[config.mk]
export PLATFORM = sky130hd
export DESIGN_NAME = wtf8_to_utf16_decoder
export DESIGN_NICKNAME = d
export VERILOG_FILES = /design/src/hw/rtl/w8u16_pkg.sv /design/src/hw/rtl/wtf8_to_utf16_decoder.sv
export VERILOG_INCLUDE_DIRS = /design/src /design/src/hw/rtl
export SDC_FILE = /design/constraint.sdc
export NUM_CORES = 1
export LEC_CHECK = 0
export BUFFER_PORTS_ARGS = -buffer_cell sky130_fd_sc_hd__clkbuf_2
export CAP_MARGIN = 25
export CORE_ASPECT_RATIO = 1.4
export CORE_MARGIN = 3
export CORE_UTILIZATION = 55
export DETAILED_ROUTE_END_ITERATION = 16
export PLACE_DENSITY = 0.69
export SLEW_MARGIN = 10
export SYNTH_ARGS = -nofsm -noshare
export SYNTH_HDL_FRONTEND = slang
export SYNTH_SLANG_ARGS = --single-unit
[constraint.sdc]
create_clock -name aclk -period 5.94 [get_ports aclk]
set_input_delay 0.297 -clock aclk [delete_from_list [all_inputs] [get_ports aclk]]
set_output_delay 0.297 -clock aclk [all_outputs]
set_load 0.1 [all_outputs]
[src/hw/rtl/wtf8_to_utf16_decoder_assert.svh]
// Assertion macros for the WTF-8 to UTF-16 decoder.
// No dependencies; included by the files that check their own logic.
`ifndef WTF8_TO_UTF16_DECODER_ASSERT_SVH
`define WTF8_TO_UTF16_DECODER_ASSERT_SVH

`ifndef SYNTHESIS
// Property holds at every clock edge outside reset.
`define W8U16_ASSERT(lbl, clk, rstn, prop) \
    lbl: assert property (@(posedge clk) disable iff (!rstn) (prop)) \
        else $error("%m: assertion failed");
// Consequence holds in the cycle after the antecedent.
`define W8U16_ASSERT_NEXT(lbl, clk, rstn, ante, cons) \
    lbl: assert property (@(posedge clk) disable iff (!rstn) (ante) |=> (cons)) \
        else $error("%m: assertion failed");
`else
`define W8U16_ASSERT(lbl, clk, rstn, prop)
`define W8U16_ASSERT_NEXT(lbl, clk, rstn, ante, cons)
`endif

`endif

[src/hw/rtl/w8u16_pkg.sv]
// Types and constants of the WTF-8 to UTF-16 decoder.
// No dependencies; imported by wtf8_to_utf16_decoder and its bench.
package w8u16_pkg;

    localparam logic [7:0]  LEAD_MIN   = 8'hC2;
    localparam logic [7:0]  LEAD2_MAX  = 8'hDF;
    localparam logic [7:0]  LEAD3_MAX  = 8'hEF;
    localparam logic [7:0]  LEAD4_MAX  = 8'hF4;
    localparam logic [7:0]  ASCII_LIM  = 8'h80;
    localparam logic [20:0] CP_MAX     = 21'h10FFFF;
    localparam logic [20:0] SUPP_BASE  = 21'h010000;
    localparam logic [15:0] HI_SURR    = 16'hD800;
    localparam logic [15:0] LO_SURR    = 16'hDC00;
    localparam logic [15:0] SURR_MASK  = 16'h03FF;

    // Continuation bytes still expected
    localparam logic [1:0]  PEND_IDLE  = 2'd0;
    localparam logic [1:0]  PEND_ONE   = 2'd1;
    localparam logic [1:0]  PEND_TWO   = 2'd2;
    localparam logic [1:0]  PEND_THREE = 2'd3;

    // Result buffer: room for a surrogate pair behind two waiting units
    localparam int          QUEUE_DEPTH = 4;

    typedef struct packed {
        logic [15:0] code_unit;
        logic        run_last;
        logic        bad_sequence;
        logic        string_end;
    } result_t;

endpackage

[src/hw/rtl/wtf8_to_utf16_decoder.sv]
// WTF-8 to UTF-16 decoder, top level.
// Depends on w8u16_pkg and wtf8_to_utf16_decoder_assert.svh.
//
// Usage:
//   Input channel (s_valid, s_ready, s_in_byte) takes one byte of a
//   zero-terminated WTF-8 string per beat. Result channel (m_valid,
//   m_ready, m_code_unit, m_run_last, m_bad_sequence, m_string_end)
//   gives one UTF-16 code unit per beat.
//   A byte is decoded in the cycle it is accepted; its results are
//   registered into the result buffer. A byte can be taken every cycle
//   while s_ready is high. A value above 0xFFFF leaves as two beats (high
//   then low surrogate), but it takes four bytes, so a receiver that takes
//   a beat every cycle never holds back the input.
//   Results wait in a four-entry result buffer; s_ready is high while at
//   most two results wait, so a stalled receiver holds the input once
//   more than two results wait, and no result is ever dropped.
//   On an invalid sequence one beat with bad_sequence set is given, and
//   bytes are dropped up to the zero terminator, which always yields a
//   beat with string_end set.
//   Reset (aresetn low at a clock edge) empties the result buffer and
//   returns the decoder to the start of a string.
`include "wtf8_to_utf16_decoder_assert.svh"

module wtf8_to_utf16_decoder
    import w8u16_pkg::*;
(
    input  logic        aclk,
    input  logic        aresetn,

    input  logic        s_valid,
    output logic        s_ready,
    input  logic [7:0]  s_in_byte,

    output logic        m_valid,
    input  logic        m_ready,
    output logic [15:0] m_code_unit,
    output logic        m_run_last,
    output logic        m_bad_sequence,
    output logic        m_string_end
);

    logic [1:0]  pending_reg, pending_next;
    logic [20:0] partial_reg, partial_next;
    logic [7:0]  lead_reg, lead_next;
    logic        discarding_reg, discarding_next;

    result_t     q_reg [QUEUE_DEPTH];
    result_t     q_next [QUEUE_DEPTH];
    logic [2:0]  cnt_reg, cnt_next;

    logic        accept;
    logic        pop;
    logic [1:0]  n_res;
    result_t     res0, res1;
    logic [20:0] shifted;
    logic [20:0] cp;
    logic [20:0] supp;
    logic [2:0]  cnt_after;

    assign accept  = s_valid && s_ready;
    assign s_ready = (cnt_reg <= 3'd2);
    assign m_valid = (cnt_reg != 3'd0);
    assign pop     = m_valid && m_ready;

    assign m_code_unit    = q_reg[0].code_unit;
    assign m_run_last     = q_reg[0].run_last;
    assign m_bad_sequence = q_reg[0].bad_sequence;
    assign m_string_end   = q_reg[0].string_end;

    // Decode one byte
    always_comb begin
        pending_next    = pending_reg;
        partial_next    = partial_reg;
        lead_next       = lead_reg;
        discarding_next = discarding_reg;
        n_res           = 2'd0;
        res0            = '0;
        res1            = '0;
        shifted         = {partial_reg[14:0], s_in_byte[5:0]};
        cp              = '0;
        supp            = '0;

        if (accept) begin
            if (discarding_reg) begin
                if (s_in_byte == 8'h00) begin
                    discarding_next = 1'b0;
                    res0            = '{code_unit: 16'h0000, run_last: 1'b1,
                                        bad_sequence: 1'b0, string_end: 1'b1};
                    n_res           = 2'd1;
                end
            end else if (pending_reg == PEND_IDLE) begin
                if (s_in_byte == 8'h00) begin
                    res0  = '{code_unit: 16'h0000, run_last: 1'b1,
                              bad_sequence: 1'b0, string_end: 1'b1};
                    n_res = 2'd1;
                end else if (s_in_byte < ASCII_LIM) begin
                    res0  = '{code_unit: {8'h00, s_in_byte}, run_last: 1'b1,
                              bad_sequence: 1'b0, string_end: 1'b0};
                    n_res = 2'd1;
                end else if (s_in_byte < LEAD_MIN) begin
                    // stray continuation or overlong lead: flag and drop to the terminator
                    discarding_next = 1'b1;
                    partial_next    = '0;
                    lead_next       = '0;
                    res0            = '{code_unit: 16'h0000, run_last: 1'b1,
                                        bad_sequence: 1'b1, string_end: 1'b0};
                    n_res           = 2'd1;
                end else begin
                    lead_next    = s_in_byte;
                    partial_next = {13'd0, s_in_byte};
                    if (s_in_byte <= LEAD2_MAX) begin
                        pending_next = PEND_ONE;
                    end else if (s_in_byte <= LEAD3_MAX) begin
                        pending_next = PEND_TWO;
                    end else begin
                        pending_next = PEND_THREE;
                    end
                end
            end else if (s_in_byte[7:6] != 2'b10) begin
                // bad continuation; a zero here also closes the string
                pending_next = PEND_IDLE;
                partial_next = '0;
                lead_next    = '0;
                res0.bad_sequence = 1'b1;
                if (s_in_byte == 8'h00) begin
                    discarding_next = 1'b0;
                    res0.run_last   = 1'b0;
                    res1            = '{code_unit: 16'h0000, run_last: 1'b1,
                                        bad_sequence: 1'b0, string_end: 1'b1};
                    n_res           = 2'd2;
                end else begin
                    discarding_next = 1'b1;
                    res0.run_last   = 1'b1;
                    n_res           = 2'd1;
                end
            end else begin
                pending_next = pending_reg - 2'd1;
                if (pending_reg != PEND_ONE) begin
                    partial_next = shifted;
                end else begin
                    partial_next = '0;
                    lead_next    = '0;
                    if (lead_reg <= LEAD2_MAX) begin
                        cp = {10'd0, shifted[10:0]};
                    end else if (lead_reg <= LEAD3_MAX) begin
                        cp = {5'd0, shifted[15:0]};
                    end else begin
                        cp = shifted;
                    end
                    supp = cp - SUPP_BASE;
                    if (lead_reg > LEAD3_MAX &&
                        (lead_reg > LEAD4_MAX || shifted > CP_MAX)) begin
                        discarding_next = 1'b1;
                        res0            = '{code_unit: 16'h0000, run_last: 1'b1,
                                            bad_sequence: 1'b1, string_end: 1'b0};
                        n_res           = 2'd1;
                    end else if (cp[20:16] != 5'd0) begin
                        // emit high then low surrogate
                        res0  = '{code_unit: HI_SURR + {6'd0, supp[19:10]},
                                  run_last: 1'b0, bad_sequence: 1'b0,
                                  string_end: 1'b0};
                        res1  = '{code_unit: LO_SURR | (supp[15:0] & SURR_MASK),
                                  run_last: 1'b1, bad_sequence: 1'b0,
                                  string_end: 1'b0};
                        n_res = 2'd2;
                    end else begin
                        res0  = '{code_unit: cp[15:0], run_last: 1'b1,
                                  bad_sequence: 1'b0, string_end: 1'b0};
                        n_res = 2'd1;
                    end
                end
            end
        end
    end

    // Result buffer: advance on pop, append new results behind the survivors
    always_comb begin
        q_next    = q_reg;
        cnt_after = cnt_reg - {2'b00, pop};
        if (pop) begin
            q_next[0] = q_reg[1];
            q_next[1] = q_reg[2];
            q_next[2] = q_reg[3];
        end
        for (int i = 0; i < QUEUE_DEPTH; i++) begin
            if (n_res != 2'd0 && 3'(i) == cnt_after) begin
                q_next[i] = res0;
            end
            if (n_res == 2'd2 && 3'(i) == 3'(cnt_after + 3'd1)) begin
                q_next[i] = res1;
            end
        end
        cnt_next = cnt_after + {1'b0, n_res};
    end

    always_ff @(posedge aclk) begin
        if (!aresetn) begin
            pending_reg    <= PEND_IDLE;
            partial_reg    <= '0;
            lead_reg       <= '0;
            discarding_reg <= 1'b0;
            cnt_reg        <= 3'd0;
        end else begin
            pending_reg    <= pending_next;
            partial_reg    <= partial_next;
            lead_reg       <= lead_next;
            discarding_reg <= discarding_next;
            cnt_reg        <= cnt_next;
        end
    end

    always_ff @(posedge aclk) begin
        q_reg <= q_next;
    end

    `W8U16_ASSERT_NEXT(a_term_idle, aclk, aresetn, accept && s_in_byte == 8'h00,
        !discarding_reg && pending_reg == PEND_IDLE)
    `W8U16_ASSERT(a_bad_zero, aclk, aresetn,
        !(m_valid && m_bad_sequence) || m_code_unit == 16'h0000)
    `W8U16_ASSERT(a_pair_queued, aclk, aresetn,
        !(m_valid && !m_run_last && !m_bad_sequence) || cnt_reg >= 3'd2)
    `W8U16_ASSERT(a_open_seq, aclk, aresetn,
        pending_reg == PEND_IDLE || (lead_reg >= LEAD_MIN && !discarding_reg))

endmodule

### After elaboration in Yosys (flattened, before gate mapping)

Cells that the tools add are included.
Widths: inputs -> output; s select.

* bits in registers: 105
* input bits: 12
* output and inout port bits: 21

* add/subtract/negate cells: 6
* order comparisons: 10
* equal/unequal tests: 13
* multiplexer cells: 76
* bitwise logic cells: 1
* reductions and logical operators: 26

Operators with widths (count)
* $mux 19: 21
* $mux 21: 7
* $mux 15: 5
* $mux 57: 1
* $mux 8: 7
* $le 8x8->1 const B: 4
* $mux 2: 15
* $mux 11: 2
* $gt 21x21->1 const B: 1
* $sub 20x17->20 const B: 1
* $add 15x11->16 const A: 1
* $gt 8x8->1 const B: 2
* $lt 8x8->1 const B: 2
* $mux 16: 1
* $mux 1: 15
* $eq 2x3->1 const A: 4
* $reduce_bool 3->1: 4
* $logic_and 1x1->1: 11
* $reduce_and 5->1: 2
* $logic_not 8->1: 1
* $ne 2x2->1 const B: 4
* $eq 1x3->1 const A: 2
* $logic_not 3->1: 2
* $mux 3: 2
* other kinds (14): 15

### Logic depth before layout (Yosys ltp)

Gate-level depths: netlist (run 1).

* depth in word-level cells: 20
* depth in mapped cells: 13

### Worst setup path after synthesis (run 1)

No wires, ideal clock.

* path kind: register to register
* start point: register cnt_reg[2]
* end point: register q_reg[38] (netlist name) (enable)
* setup time: 0.443 ns
* arrival: 3.520 ns
* data required time: 5.497 ns
* setup slack: 1.977 ns
* cell stages (with the launch flop): 12
* buffers on the path: 2
* period minus slack after synthesis: 3.963 ns
* cell sequence: dfxtp_1 -> or3_1 -> nand2_1 -> inv_1 -> ha_1 -> ha_1 -> nor2_1 -> ha_1 -> clkbuf_1 -> nand4_4 -> buf_2 -> nand3_1

* cells in the longest elaborated chain, start to end: 7
* elaborated cells between the ends (all ways): 14
* classes of those cells: 2 x add/sub; 1 x order compare; 3 x eq/ne; 1 x mux; 7 x reduce/logical

RTL lines
* start: declaration: line wtf8_to_utf16_decoder.sv:49 `logic [2:0] cnt_reg, cnt_next;`
* start signal: assignment: line wtf8_to_utf16_decoder.sv:208 `cnt_reg <= cnt_next;`
* $reduce_bool 3->1 (*): line wtf8_to_utf16_decoder.sv:62 `assign m_valid = (cnt_reg != 3'd0);`
* net m_valid: line wtf8_to_utf16_decoder.sv:34 `output logic m_valid,`
* $logic_and 1x1->1 (*): line wtf8_to_utf16_decoder.sv:63 `assign pop = m_valid && m_ready;`
* $sub 3x1->3: line wtf8_to_utf16_decoder.sv:179 `cnt_after = cnt_reg - {2'b00, pop};`
* $add 3x1->3: line wtf8_to_utf16_decoder.sv:189 `if (n_res == 2'd2 && 3'(i) == 3'(cnt_after + 3'd1)) begin`
* $eq 1x3->1: line wtf8_to_utf16_decoder.sv:189
* $logic_and 1x1->1: line wtf8_to_utf16_decoder.sv:189
* $reduce_bool 3->1 (no line) (*)
* end signal: assignment: line wtf8_to_utf16_decoder.sv:213 `q_reg <= q_next;`
* end: declaration: line wtf8_to_utf16_decoder.sv:47 `result_t q_reg [QUEUE_DEPTH];`

Mark *: on every way through the listed nets, which the timed path passes. The rest lies on a longest branch.
A chain may end at the register's enable or synchronous reset.

### Worst setup path after layout (run 1)

* start point: register cnt_reg[2]
* end point: register q_reg[14] (netlist name) (enable)

* cells in the longest elaborated chain, start to end: 7
* elaborated cells between the ends (all ways): 14
* classes of those cells: 2 x add/sub; 1 x order compare; 3 x eq/ne; 1 x mux; 7 x reduce/logical

RTL lines (line)
* $reduce_bool 3->1: wtf8_to_utf16_decoder.sv:62
* $logic_and 1x1->1: wtf8_to_utf16_decoder.sv:63
* $sub 3x1->3: wtf8_to_utf16_decoder.sv:179
* $add 3x1->3: wtf8_to_utf16_decoder.sv:189
* $eq 2x3->1: wtf8_to_utf16_decoder.sv:189
* $logic_and 1x1->1: wtf8_to_utf16_decoder.sv:189
* $reduce_bool 2->1 (no line) (*)

Mark *: on every way between the ends. The rest lies on a longest branch, timed or not.

==> impl_metrics.toml, run 1 <==
[status]
status = "completed"

[die]
die_height_um = 128.4
num_io_pins = 33
dieArea_mm2 = 0.01199
initial_core_util = 0.5655
rows = 44
core_area_mm2 = 0.01041
dieWidth_um = 93.42

[finish]
largest_reg_flops = 57
fin_area_mm2 = 0.006220
antenna_cells = 0
stdcell_count = 736
area_growth_pct = 5.699
utilization = 0.5978
nets = 613
drive_above_1_share = 0.1120

[global_route]
grt_pass1_wl_um = 22800
grt_max_degree = 32
grt_pass1_vias = 4461
gr-total-overflow = 0
grt_use_total = 0.2457
antenna_found_initial = 0

[route]
wire_per_inst_um = 19.17
ant_nets = 0
wl_met3_um = 847
drt_iter0_markers = 624
drt_wl_total_um = 14110
drc = 0
route.met2.wl_um = 7278
highest_layer = "met4"
viasPerCell = 6.397
dr.pass1.iters = 5
drt-met1-wl_um = 5489
num_vias = 4708

[yosys]
synth-seq-area-share = 0.4865
syn_avg_cell_area_um2 = 9.568
synthCells = 615
yosysUniqueCellTypes = 58
synth_warnings = 0
synth-main-ff-cell = "edfxtp_1"
synth_most_common_cell = "a21oi_1"
async_flop_share = 0
synth_edf_count = 76
ys_top_cells_by_area = "edfxtp_1, dfxtp_1, a21oi_1"
synth.net_count = 635
synth_top_area_share = 0.3878
synth_area_leader_cell = "edfxtp_1"
ys_ff_latch = 105
syn_area_mm2 = 0.005884
synth_common_cells = "a21oi_1, edfxtp_1, nand2_1"

[power]
p_int_mw = 1.804
p_comb_frac = 0.461
vdd_drop_max_uv = 218.3
seqPwrFrac = 0.349
p_leak_nw = 2.061
cellPowerDensity_mw_per_mm2 = 543.4
swShare = 0.4663
total_power_mw = 3.380
clkPwrFrac = 0.190
p_sw_mw = 1.576

[sta]
setup_viol = 0
hold_viol_final = 0
clock.fmax_mhz = 253.6
setup_tns_ps = 0
worst_pin_slew_ps = 915.6
post-route-min-period_ps = 3943
post-route-period-util = 0.6638
fin_worst_skew_ps = 8.229
slew_headroom = 0.3879
rsz0062_at_grt = "false"
maxSlewViolCount = 0

[clock_tree]
htree_levels = 3
clockBufferDepth = 2
clock-root-buffer = "clkbuf_16"
cts_tree = "yes"
insertion_delay_ps = 350
post_cts_resized = 0
numCtsBuffers = 9
ctsHoldBuffers = 0
cts.clk_slew.worst_paths_ps = 70
clock_sinks = 105
post_cts_buffers = 0

[setup_path]
slowest_delay_ps = 700
r2r_start = "cnt_reg[2]"
regToRegSetupSlack_ps = 2000
critical_path_class = "reg2reg"
crit_arrival_ps = 3920
worstRegToRegCells = 9
cp-startpoint = "cnt_reg[2]"
r2r_end = "q_reg[14]"
cpMostUsedCell = "ha_1"
critPathRequiredTime_ps = 5920
worstPathMaxFanout = 24
critPathSlowestCell = "nand2_1"
start_kind = "flop"
endpoint_kind = "flop"
path_cells = "or3_1 -> nand2_1 -> inv_1 -> ha_1 -> ha_1 -> xnor2_1 -> ha_1 -> nand3_2 -> nand2_1"
endpoint = "q_reg[14]"

[placed_design]
gp_congestion = 0.8275
dp.cells = 719
postPlaceCellArea_mm2 = 0.005883
port_buffers = 32
place.detailed.hpwl_um = 10410

[run]
cap_viol_max_count = 0

[worst_hold_path]
hold_path.class = "in2reg"
-- worst max-delay path: cells and delay by family (launching register included) --
family        cells  cell delay (ps)
flops             1              330
xor+xnor          1              590
buf+inv           1               60
fa+ha+maj         3              890
simple gates      4             1700
-- through the flow --
step	hold slack [ps]	worst slack, ps
final	306.1	1997
after global routing	335.3	1694
after CTS	300.2	2052
after detailed placement	462.1	2071
after global placement	448.3	2292
after floorplan	437.4	1977
-- final cells by class --
type                            count  area (um2)
Fill cell                         853        4185
Sequential cell                   105        2863
Multi-Input combinational cell    428        2595
Clock buffer                       15       299.0
Timing Repair Buffer               36       210.2
Tap cell                          138       172.7
Inverter                           13       50.05
Clock inverter                      1       30.03
-- worst min-delay path by stage --
stage	from	end	slack, ps	cells after the start
3_3_place_gp	lead_reg[2]	lead_reg[2]	450	2
3_5_place_dp	lead_reg[3]	lead_reg[3]	460	2
5_1_grt	s_in_byte[0]	partial_reg[0]	340	3
6_report	s_in_byte[0]	lead_reg[0]	310	3
4_1_cts	s_in_byte[0]	lead_reg[0]	300	3
2_1_floorplan	lead_reg[1]	lead_reg[1]	440	2
-- logic make-up after synthesis --
| kind of cell | count (synthesis) | synth area share |
|---|---|---|
| flops | 105 | 0.4865 |
| mux | 3 | 0.005103 |
| simple gates | 185 | 0.1614 |
| buf+inv | 82 | 0.07251 |
| xor+xnor | 3 | 0.004466 |
| fa+ha+maj | 8 | 0.01829 |
| compound gates | 229 | 0.2518 |
-- power groups by stage --
stage               Combinational, mW  Sequential [mW]  Clock [mW]
floorplan                        1.29             1.25           0
global placement                 1.50             1.19           0
detailed placement               1.54             1.20           0
CTS                              1.55             1.18       0.648
global route                     1.67             1.20       0.681
finish                           1.56             1.18       0.642
-- metal layers --
layer,global-route usage,vias to the layer above
met5,0,-
met4,0.1173,0
met3,0.03743,33
met2,0.4334,227
met1,0.2910,2204
li1,-,2244
-- cell usage in the layout, fill, tap and decap left out, types with 12 or more instances in the layout --
| cell | instances |
|---|---|
| nand2_1 | 55 |
| nor2_1 | 20 |
| nand3_1 | 52 |
| edfxtp_1 | 76 |
| inv_1 | 12 |
| a21oi_1 | 80 |
| dfxtp_1 | 29 |
| o21ai_0 | 40 |
| clkbuf_2 | 32 |
| a21boi_0 | 23 |
| and3_1 | 12 |
| o211ai_1 | 34 |
Power figures use the tool's default switching activity.
==> inputs of run 2 (changes only) <==
Settings changed: ABC_AREA set to 1.
Clock period 5.94 ns to 3.8 ns, I/O delays scaled along.
==> impl_metrics.toml, run 2 <==
[die]
die_height_um = 131.3
dieWidth_um = 95.52
dieArea_mm2 = 0.01254
num_io_pins = 33
rows = 45
initial_core_util = 0.5649
core_area_mm2 = 0.01092

[finish]
nets = 840
area_growth_pct = 8.171
antenna_cells = 0
mostFrequentLayoutCell = "nand2_1"
fin_area_mm2 = 0.006675
drive_above_1_share = 0.1127
largest_reg_flops = 57
layout_common_cells = "nand2_1, nand3_1, inv_1"

[yosys]
async_flop_share = 0
yosysUniqueCellTypes = 37
syn_area_mm2 = 0.006171
synth_common_cells = "nand2_1, nand3_1, inv_1"
ys_top_cells_by_area = "edfxtp_1, nand2_1, nand3_1"
synth_most_common_cell = "nand2_1"
synth.net_count = 834
synth_edf_count = 76
synth-main-ff-cell = "edfxtp_1"
synth-seq-area-share = 0.4639
synth_warnings = 0
syn_avg_cell_area_um2 = 7.581
synth_area_leader_cell = "edfxtp_1"
ys_ff_latch = 105
synthCells = 814
synth_top_area_share = 0.3698

[power]
clkPwrFrac = 0.220
p_sw_mw = 2.388
vdd_drop_max_uv = 389.7
p_leak_nw = 3.198
p_int_mw = 3.047
swShare = 0.4394
seqPwrFrac = 0.344
cellPowerDensity_mw_per_mm2 = 814.3
total_power_mw = 5.436
p_comb_frac = 0.436

[setup_path]
r2r_start = "lead_reg[7]"
worstPathMaxFanout = 20
regToRegSetupSlack_ps = 520
worstRegToRegCells = 14
r2r_end = "q_reg[30]"
crit_arrival_ps = 3320
start_kind = "flop"
cp-startpoint = "lead_reg[7]"
critPathRequiredTime_ps = 3830
endpoint_kind = "flop"
critical_path_class = "reg2reg"

[route]
viasPerCell = 5.505
num_vias = 5318
drc = 0
ant_nets = 0
dr.pass1.iters = 5
drt_wl_total_um = 15700
drt_iter0_markers = 299
wire_per_inst_um = 16.26

[clock_tree]
clockBufferDepth = 2
cts_tree = "yes"
ctsHoldBuffers = 0
post_cts_resized = 0
numCtsBuffers = 9
post_cts_buffers = 0
htree_levels = 3
clock-root-buffer = "clkbuf_16"
cts.clk_slew.worst_paths_ps = 70
insertion_delay_ps = 350
clock_sinks = 105

[worst_hold_path]
hold_path.class = "in2reg"
holdPathStages = 3
hold_path.startpoint = "aresetn"
worst_hold_path.endpoint = "cnt_reg[1]"

[placed_design]
dp_slack_ps = 525.7
postPlaceCellArea_mm2 = 0.006286
port_buffers = 32
gp_congestion = 0.8954
place.detailed.hpwl_um = 12190

[sta]
slew_headroom = 0.3699
post-route-min-period_ps = 3282
setup_viol = 0
rsz0062_at_grt = "false"
layout_setup_ws_ps = 517.8
hold_viol_final = 0
setup_tns_ps = 0
clock.fmax_mhz = 304.7
post-route-period-util = 0.8637
fin_worst_skew_ps = 8.172
maxSlewViolCount = 0
worst_pin_slew_ps = 937.9

[status]
status = "completed"

[global_route]
gr-total-overflow = 0
antenna_found_initial = 0
grt_pass1_wl_um = 24990
grt_max_degree = 40
grt_pass1_vias = 5086
grt_use_total = 0.2588

[run]
cap_viol_max_count = 0
run 2: cell types whose count changed after synthesis, sizes merged, moves of 12 or more:
cell    delta
o211ai    -34
o21ai     -22
clkbuf    -23
and3      -12
a21boi    -24
nand3     +73
nand2    +218
nor2      +37
a21oi     -48
inv      +101
run 2: metrics by stage:
stage / utilization / instances / hold slack [ps]
5_1_grt: 0.6111 / 966 / 192.2
4_1_cts: 0.6111 / 966 / 167.2
2_1_floorplan: - / 814 / 283.5
3_3_place_gp: 0.5755 / 950 / 452.7
3_5_place_dp: 0.5755 / 950 / 466.7
6_report: 0.6111 / 966 / 182.5
run 2: worst max path at each step:
| stage | end | cells past startpoint | slack [ps] |
|---|---|---|---|
| final | q_reg[30] | 14 | 520 |
| after global routing | q_reg[29] | 14 | 170 |
| after CTS | q_reg[30] | 14 | 520 |
| after detailed placement | q_reg[23] | 14 | 530 |
| after global placement | q_reg[25] | 14 | 600 |
| after floorplan | m_bad_sequence | 13 | 140 |
run 2: critical path: stages (launching register included):
cell,delay [ps]
dfxtp_1,380
nand2_2,110
nor2_8,180
inv_1,50
nor2_1,130
inv_1,60
ha_1,300
nand2_2,240
nand3_4,210
nand2_4,150
nand2_2,90
nor2_2,380
inv_2,270
nand3_1,150
buf_4,270
run 2: cells by family after synthesis:
kind of cell    Yosys count  synth area share
fa+ha+maj                 8           0.01744
simple gates            466            0.3335
xor+xnor                  2          0.002839
compound gates           66           0.05941
flops                   105            0.4639
buf+inv                 167            0.1229
run 2: area by class of cell:
class | instances | area [um2]
Timing Repair Buffer | 45 | 257.7
Clock inverter | 7 | 163.9
Inverter | 117 | 439.2
Tap cell | 141 | 176.4
Multi-Input combinational cell | 542 | 2550
Sequential cell | 105 | 2863
Clock buffer | 9 | 225.2
Fill cell | 1017 | 4248
run 2: power by group through the flow:
stage | logic (mW) | registers (mW) | clock network, mW
2_1_floorplan | 1.95 | 1.99 | 0
3_3_place_gp | 2.31 | 1.88 | 0
3_5_place_dp | 2.35 | 1.90 | 0
4_1_cts | 2.37 | 1.87 | 1.20
5_1_grt | 2.60 | 1.90 | 1.25
6_report | 2.37 | 1.87 | 1.20
run 2: layer usage:
layer / part of all wire / GRT usage
met4: 0.054 / 0.1598
met5: 0 / 0
met2: 0.52 / 0.4445
met3: 0.051 / 0.03551
met1: 0.38 / 0.2941
